[config.mk]
export PLATFORM = sky130hd
export DESIGN_NAME = ibc_ram
export DESIGN_NICKNAME = d
export VERILOG_FILES = /design/src/hdl/ibc_ram.sv
export SDC_FILE = /design/constraint.sdc
export NUM_CORES = 1
export LEC_CHECK = 0
export BUFFER_PORTS_ARGS = -buffer_cell sky130_fd_sc_hd__buf_2
export CAP_MARGIN = 10
export CORE_MARGIN = 4
export CORE_UTILIZATION = 54
export CTS_CLUSTER_DIAMETER = 50
export DETAILED_ROUTE_END_ITERATION = 7
export GPL_ROUTABILITY_DRIVEN = 0
export HOLD_SLACK_MARGIN = 0.06
export PLACE_DENSITY = 0.74
export SLEW_MARGIN = 10
export SYNTH_ARGS = -nofsm -noshare
export SYNTH_HDL_FRONTEND = slang
export SYNTH_SLANG_ARGS = --single-unit
[constraint.sdc]
create_clock -name clk -period 1.7 [get_ports clk]
set_input_delay 0.34 -clock clk [delete_from_list [all_inputs] [get_ports clk]]
set_output_delay 0.34 -clock clk [all_outputs]
set_load 0.02 [all_outputs]
[src/hdl/ibc_ram.sv]
// Generic simple dual-port RAM: one write port, one read port, registered read.
// No dependencies.
module ibc_ram #(
    parameter int WIDTH  = 8,
    parameter int DEPTH  = 16,
    parameter int ADDR_W = (DEPTH > 1) ? $clog2(DEPTH) : 1
) (
    input  logic              clk,
    input  logic              we,
    input  logic [ADDR_W-1:0] waddr,
    input  logic [WIDTH-1:0]  wdata,
    input  logic [ADDR_W-1:0] raddr,
    output logic [WIDTH-1:0]  rdata
);

    logic [WIDTH-1:0] mem [DEPTH];

    // Write port
    always_ff @(posedge clk)
    begin
        if (we)
        begin
            mem[waddr] <= wdata;
        end
    end

    // Registered read port
    always_ff @(posedge clk)
    begin
        rdata <= mem[raddr];
    end

endmodule

Word level (Yosys, flattened, before mapping)
Memory sizes are Yosys's and may differ from the RTL's. A register that Yosys moved wholly into a read port is not among the register bits.
Cells that the tools add are included.
{"block": "op_classes", "muxes": 2}
{"operator": "$mux 1", "count": 2}
{"block": "word_totals", "reg_bits": 0, "ram_bits": 128, "inputBits": 18, "elab_cells": 3, "memories": 1}
{"memory": "mem", "words": 16, "word_bits": 8, "read_ports": 1, "rd_ports_with_merged_regs": 1, "write_ports": 1, "line": "16", "text": "logic [WIDTH-1:0] mem [DEPTH];"}

Depth between registers and ports, before layout
{"block": "logic_depth", "ltp_word": 2, "mapped_depth": 5, "ltp_nobuf": 3}

Worst setup path before layout
No wires, ideal clock.
{"block": "synth_timing", "path_type": "in2reg", "startpoint": "in waddr[2]", "endpoint": "mem mem[0][0] (enable)", "setup_time_ps": 383, "arrival_time_ps": 1450, "required_time_ps": 1317, "slack_ps": -133, "cell_stages": 2, "path_buffers": 0, "cell_sequence": "or3b_2 > nor3_1"}
{"element": "start: declaration", "line": "10", "text": "input logic [ADDR_W-1:0] waddr,"}
{"element": "end: declaration", "line": "16"}
Straight into the memory's write port.

Worst setup path after layout
{"block": "layout_timing", "startpoint": "reg rdata[4], read port of mem", "endpoint": "out rdata[4]"}
{"element": "start: declaration", "line": "13", "text": "output logic [WIDTH-1:0] rdata"}
No word-level cell between the ends.

==> run metrics <==
Max-cap violations 0; setup tns final 0 ns; ordered cell list for the critical path buf_2; worst reg-to-reg path cell count 3; RSZ-0062 raised after global routing false; H-tree Lvls 4; Psw 1460 uW; clock tree buffer depth 2; CP endpoint kind output pin; worst path bufs/invs 1; crit share post-route 0.815; CP Max Fanout 1; syn_nets 247; Die Width 106 um; Routed WL per cell 21.9 um; initial antenna violation count 0; core outline area 9240 um2; Sink Count 136; Final ANT Viol Nets 0; Leak 0.00211 uW; Cells after Synth 229; Vias 2,424; hold buffer count at CTS 0; crit path kind register to output pin; Stages on worst setup path 1; Clock power frac 0.447; Setup crit start rdata[4]; Switching Fraction 0.194; yosys warns 0; FILL cells 608; internal power 6050 uW; top area cells in the synthesized netlist edfxtp_1, mux4_2, mux4_1; Syn Std Cell Area 5150 um2; Critical-path top delay cell dfxtp_1; synthesis-to-layout area growth 19.1%; CP peak stage delay 0.36 ns; Sequential Power Share 0.503; Post-DP HPWL 6200 um; Tightest Pin Transition 0.404 ns; fmax 722 MHz; CP Capture Point rdata[4]; Reg-to-Reg Start mem[5][2]; leading area contributor after synthesis edfxtp_1; clock-pin slew on the worst setup and hold paths 0.06 ns; CTS tree done; post-synthesis register bit count 136; pin count of the biggest net entering global routing 33; Hold Fails Final Rpt 0; commonest non-fill, non-tap cell in the layout edfxtp_1; Pre-Repair DR Iteration Count 4; DP Cell Count 398; min Tclk post-route 1.39 ns; total CTS buffers 17; post-synthesis sequential area ratio 0.778; GR Util met3 0.0563; vias in the first global route 2,615; die area 11,200 um2; post-cts resize count 0; Crit Reg-Reg Endpoint rdata[2]; Hold Crit Class primary input to register; most frequent cells in the layout edfxtp_1, buf_2, buf_4; GRT overflow 0; WP data required 1.36 ns; die height 106 um; Clock Skews 0.00832 ns; Slew headroom 0.730; # nets final 306; Non-Filler Instances 429; routing usage on met2 0.294; Most Crowded Layer GR met2; IO Pins 26; DRC viols 0; # setup viols final 0; DRT Wirelength 9410 um; M1 GR Usage 0.266; Reg2Reg Setup Slack 0.36 ns; initial core utilization 0.557; crit-path leading delay family flip-flops; CP arrival 1.05 ns; post-synth cell types 19; ANT cells 0; share of layout cells above drive strength 1 0.320; outcome finished clean; Via-to-Cell Ratio 5.65; Util after Layout 0.664; Root Buffer clkbuf_8; Slew Viols, Final 0; row count 35; Pwr Density 1220 nW/um2; GRT Overall Usage 0.190; top cell type's share of synthesized area 0.747; clock latency on the worst-skew pair 0.50 ns; Worst VDD drop 0.000759 V; final setup margin 0.315 ns; Hold Path Depth 1; Initial DRC Count 203; Comb power frac 0.050; first-pass GRT wire length 15,100 um; Post-CTS Setup Repair Bufs 0; post-synthesis area per instance 22.5 um2; # port buffers 25; Setup crit start kind register; Place WS -0.0653 ns
==> metrics by stage <==
step           instance area [um2]  power [uW]  hold slack (ns)
2_1_floorplan                 5150        4050            0.439
3_3_place_gp                  5580        4210            0.651
3_5_place_dp                  5580        4230            0.655
4_1_cts                       6130        7580            0.194
5_1_grt                       6130        7800            0.193
6_report                      6130        7510            0.218
==> registers in the layout, indices dropped and copies added (netlist names) <==
signal and count:
rdata 8, mem 128
==> cells by family (layout without fill, tap and decap cells) <==
family	count (synthesis)	count (layout)	share of synthesized area
AOI/OAI and AO/OA	16	16	0.0233
and+or+nand+nor	35	35	0.0318
buffers and inverters	10	81	0.0168
muxes	32	32	0.150
DFF	136	136	0.778
==> Yosys cell counts <==
cell	count
buf_6	3
and2_1	1
edfxtp_1	128
nand2b_1	2
mux4_2	18
nand2_1	9
or3b_2	1
buf_4	1
nor3_1	4
nor2b_1	1
nor2_1	13
clkdlybuf4s25_2	3
mux4_1	14
nand3b_1	2
and2b_1	1
dfxtp_1	8
nand3_1	1
a22oi_1	16
buf_2	3
==> worst min path at each step <==
stage,startpoint,to,slack (ns)
floorplan,wdata[0],mem[0][0],0.44
global placement,mem[14][2],rdata[2],0.65
detailed placement,mem[14][2],rdata[2],0.66
CTS,wdata[2],mem[4][2],0.19
global route,wdata[2],mem[7][2],0.19
finish,wdata[4],mem[3][4],0.22
==> power groups by stage <==
stage	combinational [uW]	clock (uW)	sequential, uW
6_report	379	3360	3770
5_1_grt	412	3610	3780
4_1_cts	386	3420	3780
3_5_place_dp	383	0	3840
3_3_place_gp	373	0	3840
2_1_floorplan	191	0	3860
==> metal layers <==
metal,routed length (um),vias to the layer above
met2,4780,97
li1,-,1093
met1,3910,1232
met5,0,-
met4,46,0
met3,682,2
==> final cells by class <==
type                    count  area, um2  area share
flip-flops and latches    136       4000       0.653
multi-input cells          83       1060       0.173
clock buffers              22        453      0.0739
repair buffers             50        350      0.0571
well taps                 129        161      0.0263
clock inverters             9        101      0.0165
Power figures use the tool's default switching activity.
