**src/hdl/ibc_pkg.sv**
```systemverilog
// Shared types and constants for the index buffer cache policy unit.
// No dependencies; imported by ibc_cmp and index_buffer_cache_policy_unit in this folder.
package ibc_pkg;

    // Request field widths
    localparam int KIND_W = 4;
    localparam int KIND_N = 1 << KIND_W;
    localparam int GEN_W  = 8;
    localparam int CNT_W  = 32;

    // Result field widths
    localparam int WAY_OUT_W = 3;

    // Stream payload widths, packed from the lowest bit up and padded to bytes
    localparam int IN_DATA_W  = 48;
    localparam int OUT_DATA_W = 8;

    // One cache way as held in the entry RAM
    typedef struct packed {
        logic             valid;
        logic [GEN_W-1:0] gen;
        logic [CNT_W-1:0] cnt;
    } entry_t;

    localparam int ENTRY_W = $bits(entry_t);

    // Flags from the shared count comparator
    typedef struct packed {
        logic lt;
        logic eq;
    } cmp_res_t;

endpackage

```
**src/hdl/ibc_cmp.sv**
```systemverilog
// Shared unsigned count comparator: less-than by subtraction, plus equality.
// Depends on ibc_pkg.
module ibc_cmp (
    input  logic [ibc_pkg::CNT_W-1:0] a,
    input  logic [ibc_pkg::CNT_W-1:0] b,
    output ibc_pkg::cmp_res_t         res
);
    import ibc_pkg::*;

    logic [CNT_W:0] diff;

    // Borrow out of a - b means a < b
    assign diff   = {1'b0, a} - {1'b0, b};
    assign res.lt = diff[CNT_W];
    assign res.eq = (a == b);

endmodule

```
**config.mk**
```make
export PLATFORM = sky130hd
export DESIGN_NAME = ibc_cmp
export DESIGN_NICKNAME = d
export VERILOG_FILES = /design/src/hdl/ibc_pkg.sv /design/src/hdl/ibc_cmp.sv
export SDC_FILE = /design/constraint.sdc
export NUM_CORES = 1
export LEC_CHECK = 0
export BUFFER_PORTS_ARGS = -buffer_cell sky130_fd_sc_hd__buf_2
export CAP_MARGIN = 20
export CORE_UTILIZATION = 40
export DETAILED_ROUTE_END_ITERATION = 8
export GPL_TIMING_DRIVEN = 0
export PLACE_DENSITY_LB_ADDON = 0.05
export SYNTH_ARGS = -nofsm -noshare
export SYNTH_HDL_FRONTEND = slang
export SYNTH_SLANG_ARGS = --single-unit
```
**constraint.sdc**
```tcl
create_clock -name vclk -period 2.4
set_input_delay 0.24 -clock vclk [all_inputs]
set_output_delay 0.24 -clock vclk [all_outputs]
set_load 0.02 [all_outputs]
```
Word-level counts from Yosys, hierarchy flattened
Cells that the tools add are included.
{ "op_classes": {"n_addsub": 1, "mul": 0, "div_mod_pow": 0, "order_cmp": 0, "n_eq_ne": 1, "shift": 0, "n_mux": 0, "bitwise_logic": 0, "reduce_logical": 0} }
{ "op_table": {"columns": ["cell", "count"], "rows": [
  ["subtractor 32 x 32 -> 33 bit", 1],
  ["== test 32 bit", 1]
]} }
{ "word_totals": {"reg_bits": 0, "latchBits": 0, "ramBits": 0, "rom_bits": 0, "in_bits": 64, "output_inout_bits": 2, "wordCells": 2, "n_memories": 0} }

Depth between registers and ports, before layout
Gate-level depths: netlist of the first run.
{ "depth": {"ltp_word": 1, "ltp_mapped": 7, "mapped_depth_nobuf": 7} }

Worst setup path before layout of the first run
OpenSTA, ideal clock, no wires.
{ "synth_path": {"kind": "input to output", "start": "in b[13] (netlist bit)", "end": "out res[1] (netlist bit)", "arrival_time_ns": 2.087, "slack_ns": 0.073, "cell_stages": 7, "path_buffers": 0, "cell_sequence": "inv_1 ha_1 a21oi_1 nor2_1 a211o_1 or4b_1 a2111oi_2"} }
{ "synth_lines": {"columns": ["item", "line", "source"], "rows": [
  ["start, declared", "ibc_cmp.sv:5", "input logic [ibc_pkg::CNT_W-1:0] b,"],
  ["end, declared", "ibc_cmp.sv:6", "output ibc_pkg::cmp_res_t res"]
]} }

==> impl_results.md, run 1 <==
- Synth warnings: 0
- Largest net degree at the start of global routing: 4
- Fin crit share: 0.963
- Height of the die: 47.0 um
- Final net count: 279
- FF+latch area: 0 um2
- WHS Endpoint: res[1]
- Max VDD drop: 0.0000888 V
- Crit path arrival time: 2.07 ns
- Crit path capture type: output pin
- Critical Path RT: 2.16 ns
- Rel. slew slack: 0.771
- Detailed Route WL: 1840 um
- Antenna violations before repair: 0
- Avg Inst Size Synth: 7.03 um2
- Register area share after synthesis: 0
- # rows: 15
- Via count: 998
- WS Path Type: input port to output pin
- Synthesized area: 808 um2
- Hold Vio Cnt, Final: 0
- DR WL met3: 139 um
- DR iter-0 viols: 8
- Vias in the first global route: 809
- Lkg Pwr: 0.775 nW
- WL per Instance: 8.93 um
- Mapped Cells: 115
- First-pass GRT wire length: 2760 um
- Worst setup SP type: input port
- Final max-slew violation count: 0
- Status: completed
- Pwr per Cell Area: 146 mW/mm2
- Residual DRC count: 0
- Dpl hpwl: 1810 um
- Critical Path Fanout Max: 2
- RSZ-0062 raised after global routing: false
- Ant. Diodes: 0
- Die Span X: 47.0 um
- Hold WS: 0.940 ns
- Max_cap viols: 0
- Layout area overhead: 47.5%
- Endpoints failing setup: 0
- Max Freq: 0.433 GHz
- Drt first pass iters: 4
- Yosys cell types: 22
- Routed wl met2: 996 um
- Initial Util: 0.449
- Global route overflow: 0
- PnR Total Power: 174 uW
- CTS Hold Bufs: 0
- Minimum clock period: 2.31 ns
- Hold Path Class: input port to output pin
- Port bufs: 66
- Max Used Layer: met3
- GP Congestion: 0.612
- Hold Path Stages: 4
- Fraction of layout cells with a size suffix above 1: 0.387
- Die area: 0.00220 mm2
- Seq_cells: 0
- Core area: 0.00180 mm2
- Tightest Pin Transition: 0.340 ns
- Post-synth net total: 211
- Vias per inst: 4.84
- Tot GR Track Use: 0.162
- Boundary Pins: 66
- Clkbuf count: 0
- WL met1: 703 um
- Hold path startpoint: a[31]
- Post-DRT Antenna Nets: 0
- Fin util: 0.662
==> stage by stage <==
step / cells / setup slack, ns / instance area, um2 / setup TNS [ns]
6_report: 206 / 0.0882 / 1190 / 0
5_1_grt: 206 / 0.00578 / 1190 / 0
4_1_cts: 206 / 0.000901 / 1180 / 0
3_5_place_dp: 206 / -0.0690 / 1170 / -0.0690
3_3_place_gp: 206 / -0.00679 / 1170 / -0.00679
2_1_floorplan: 115 / 0.0728 / 808 / 0
==> where the power goes <==
| part | internal [mW] | total (mW) | switching, mW |
|---|---|---|---|
| clock | 0 | 0 | 0 |
| combinational | 0.0953 | 0.174 | 0.0791 |
| sequential | 0 | 0 | 0 |
==> worst max-delay path: stages <==
cell and delay [ns]:
buf_2 0.10, ha_1 0.31, a21oi_2 0.14, nor2_1 0.05, a211o_1 0.22, or4b_4 0.53
a2111oi_4 0.29, buf_4 0.19
==> synthesized netlist by cell type <==
master	count	area (um2)
o21ai_1	1	5.00
a21boi_1	1	7.51
nor2b_1	2	12.5
nand2_1	9	33.8
nand4_1	4	25.0
a211oi_1	1	7.51
and4_1	2	17.5
or3_1	1	6.26
nor2_1	6	22.5
nand2_2	1	6.26
a221oi_1	1	8.76
inv_1	32	120
a211o_1	1	8.76
a2111oi_2	1	15.0
o21ai_0	3	15.0
nor4_1	1	6.26
a21oi_1	11	55.1
or4b_1	1	10.0
nand3_1	2	10.0
o211ai_1	1	7.51
a21o_1	1	7.51
ha_1	32	400
==> layer usage <==
layer	vias up	track usage
met3	0	0.0115
met5	-	0
met2	40	0.350
li1	529	-
met4	0	0.0229
met1	429	0.166
==> layout make-up <==
type                       instances  area (um2)
timing repair buffer              66         333
fill                             172         609
tap                               25        31.3
multi-input combinational         83         708
inverter                          32         120
==> cells in the final DEF (no fill, tap or decap), drive strengths merged <==
cell and count:
a2111oi 1, a211o 1, a211oi 1, a21boi 1, a21o 1, a21oi 11, a221oi 1, and4 2
buf 66, ha 32, inv 32, nand2 10, nand3 2, nand4 4, nor2 6, nor2b 2
nor4 1, o211ai 1, o21ai 4, or3 1, or4b 1
==> logic make-up (layout without fill, tap and decap cells) <==
group,after synthesis,after routing,share of synthesized area
AOI/OAI and AO/OA,22,22,0.170
adders and majority gates,32,32,0.495
buffers and inverters,32,98,0.149
and+or+nand+nor,29,29,0.186
==> how the worst max path moves through the flow <==
stage,start,endpoint,cells after the start,slack [ns]
3_5_place_dp,a[13],res[1],8,-0.07
4_1_cts,a[13],res[1],8,0.0009
6_report,a[13],res[1],8,0.09
5_1_grt,a[13],res[1],8,0.006
2_1_floorplan,b[13],res[1],7,0.07
3_3_place_gp,a[13],res[1],8,-0.007
==> timing repair <==
action,in CTS,in global routing
gates resized for setup,2,2
setup buffers,0,0
pin swaps,1,0
setup endpoints to repair,1,1
Power figures use the tool's default switching activity.
==> run 2: changes to the inputs <==
--- a/config.mk
+++ b/config.mk
@@ -10,7 +10,7 @@
 export CORE_UTILIZATION = 40
 export DETAILED_ROUTE_END_ITERATION = 8
 export GPL_TIMING_DRIVEN = 0
-export PLACE_DENSITY_LB_ADDON = 0.05
+export PLACE_DENSITY = 0.82
 export SYNTH_ARGS = -nofsm -noshare
 export SYNTH_HDL_FRONTEND = slang
 export SYNTH_SLANG_ARGS = --single-unit
==> constraint.sdc (replaced) <==
create_clock -name vclk -period 2.9
set_input_delay 0.29 -clock vclk [all_inputs]
set_output_delay 0.29 -clock vclk [all_outputs]
set_load 0.02 [all_outputs]
==> run 2 against run 1 <==
Cell count unchanged. Combinational power fell by 20%. Clock-buffer cell count did not move. Sequential share of layout area unchanged. Sequential cell count unchanged. Largest cell class unchanged.
==> impl_results.md, run 2 (synthesis results as in run 1) <==
- Port bufs: 66 (unchanged)
- Critical Path Fanout Max: 2 (unchanged)
- CP cell instances: buf_2, ha_1, a21oi_1, nor2_1, a211o_1, or4b_1, a2111oi_2, buf_2
- Pwr per Cell Area: 119 mW/mm2 (-19%)
- # rows: 15 (unchanged)
- Hold Path Class: input port to output pin
- RSZ-0062 raised after global routing: false
- Lkg Pwr: 0.770 nW (-0.56%)
- Delay-heaviest family, CP: compound AO/OA/AOI/OAI gates
- Buf/Inv on CP: 2 (unchanged)
- PnR Total Power: 139 uW (-20%)
- Crit path arrival time: 2.21 ns (+0.14 ns)
- Cell Int Power: 74.8 uW (-21%)
- Tot GR Track Use: 0.184 (+0.0227)
- Rel. slew slack: 0.798 (+0.0273)
- Height of the die: 47.0 um (unchanged)
- Pre-CTS setup slack: 0.393 ns (+0.462 ns)
- Die Span X: 47.0 um (unchanged)
- Fin crit share: 0.861
- Minimum clock period: 2.50 ns
- Fraction of layout cells with a size suffix above 1: 0.376 (-0.0110)
- Residual DRC count: 0 (unchanged)
- DR iter-0 viols: 8 (unchanged)
- Worst setup SP type: input port
- Combinational power share: 1.000 (about the same)
- Vias per inst: 4.75 (-1.9%)
- Commonest non-fill, non-tap cells in the layout: 66 x buf_2, 32 x inv_1, 32 x ha_1, 11 x a21oi_1, 9 x nand2_1
- WS Path Type: input port to output pin
- Most frequent CP cell: buf_2
- Post-CTS resize count: 0 (-2)
- Ant. Diodes: 0 (unchanged)
- Max_cap viols: 0 (unchanged)
- Boundary Pins: 66 (unchanged)
- Sequential power share: 0 (unchanged)
- CP max-delay cell: or4b_1
- Final net count: 279 (unchanged)
- Final max-slew violation count: 0 (unchanged)
- Via count: 979 (-1.9%)
- Die area: 0.00220 mm2 (unchanged)
- Fin Setup TNS: 0 ns (unchanged)
- WL per Instance: 9.35 um (+4.8%)
- Critical Path RT: 2.61 ns (+0.45 ns)
- GP Congestion: 0.665 (+8.6%)
- Status: completed
- Post-DRT Antenna Nets: 0 (unchanged)
- Initial Util: 0.449 (unchanged)
- Dpl hpwl: 1840 um (+1.5%)
- Vias in the first global route: 893 (+10%)
- Largest net degree at the start of global routing: 4 (unchanged)
- Core area: 0.00180 mm2 (unchanged)
- Crit path capture type: output pin
- Hold Vio Cnt, Final: 0 (unchanged)
- Hold Path Stages: 4 (unchanged)
- Tightest Pin Transition: 0.300 ns (-0.0402 ns)
- Global route overflow: 0 (unchanged)
- Cell count along the critical path: 8 (unchanged)
- Hold WS: 0.995 ns (+0.0547 ns)
- Peak per-stage delay on the critical path: 0.52 ns (about the same)
- Setup Buffers After CTS: 0 (unchanged)
- Endpoints failing setup: 0 (unchanged)
- Layout area overhead: 44.7%
- Commonest non-fill, non-tap cell in the layout: buf_2
- First-pass GRT wire length: 3140 um (+14%)
- Clkbuf count: 0 (unchanged)
- Antenna violations before repair: 0 (unchanged)
- Detailed Route WL: 1930 um (+4.8%)
- Worst setup margin: 0.404 ns (+0.316 ns)
- FF+latch area: 0 um2 (unchanged)
- CTS Hold Bufs: 0 (unchanged)
- Max VDD drop: 0.0000674 V (-24%)
- Clock share of power: 0 (unchanged)
- Drt first pass iters: 4 (unchanged)
- Switching Fraction: 0.463 (+0.00892)
- Switch Pwr: 64.4 uW (-19%)
- Seq_cells: 0 (unchanged)
- Max Freq: 0.401 GHz
## run 2: cell types whose count changed in the layout (fill, tap and decap cells not counted)
| cell | previous run | this run |
|---|---|---|
| a2111oi_2 | 0 | 1 |
| a21oi_2 | 1 | 0 |
| or4b_4 | 1 | 0 |
| a21oi_1 | 10 | 11 |
| a2111oi_4 | 1 | 0 |
| buf_2 | 65 | 66 |
| or4b_1 | 0 | 1 |
| buf_4 | 1 | 0 |
## run 2: area by class of cell
| class | count | area, um2 |
|---|---|---|
| inverter | 32 | 120 |
| tap | 25 | 31.3 |
| multi-input combinational | 83 | 688 |
| fill | 168 | 632 |
| timing repair buffer | 66 | 330 |
## run 2: worst paths after layout
| path | from | to |
|---|---|---|
| max | a[13] | res[1] |
| min | a[31] | res[1] |
## run 2: worst min-delay path: cells and delay by family
kind / cells / cell delay, ns
buf+inv: 2 / 0.23
fa+ha+maj: 1 / 0.15
compound gates: 1 / 0.04
## run 2: stage by stage
step / std cells / util / instance area (um2)
2_1_floorplan: 115 / - / 808
3_3_place_gp: 206 / 0.649 / 1170
3_5_place_dp: 206 / 0.649 / 1170
4_1_cts: 206 / 0.649 / 1170
5_1_grt: 206 / 0.649 / 1170
6_report: 206 / 0.649 / 1170
## run 2: layer usage
metal	track usage	wire length, um	up-vias
met5	0	0	-
met4	0	0	0
met3	0.0154	159	0
met2	0.419	1020	44
met1	0.182	745	408
li1	-	-	527
## run 2: power by group through the flow
stage / combinational [mW] / clock (mW) / sequential (mW)
2_1_floorplan: 0.0772 / 0 / 0
3_3_place_gp: 0.132 / 0 / 0
3_5_place_dp: 0.140 / 0 / 0
4_1_cts: 0.141 / 0 / 0
5_1_grt: 0.163 / 0 / 0
6_report: 0.139 / 0 / 0
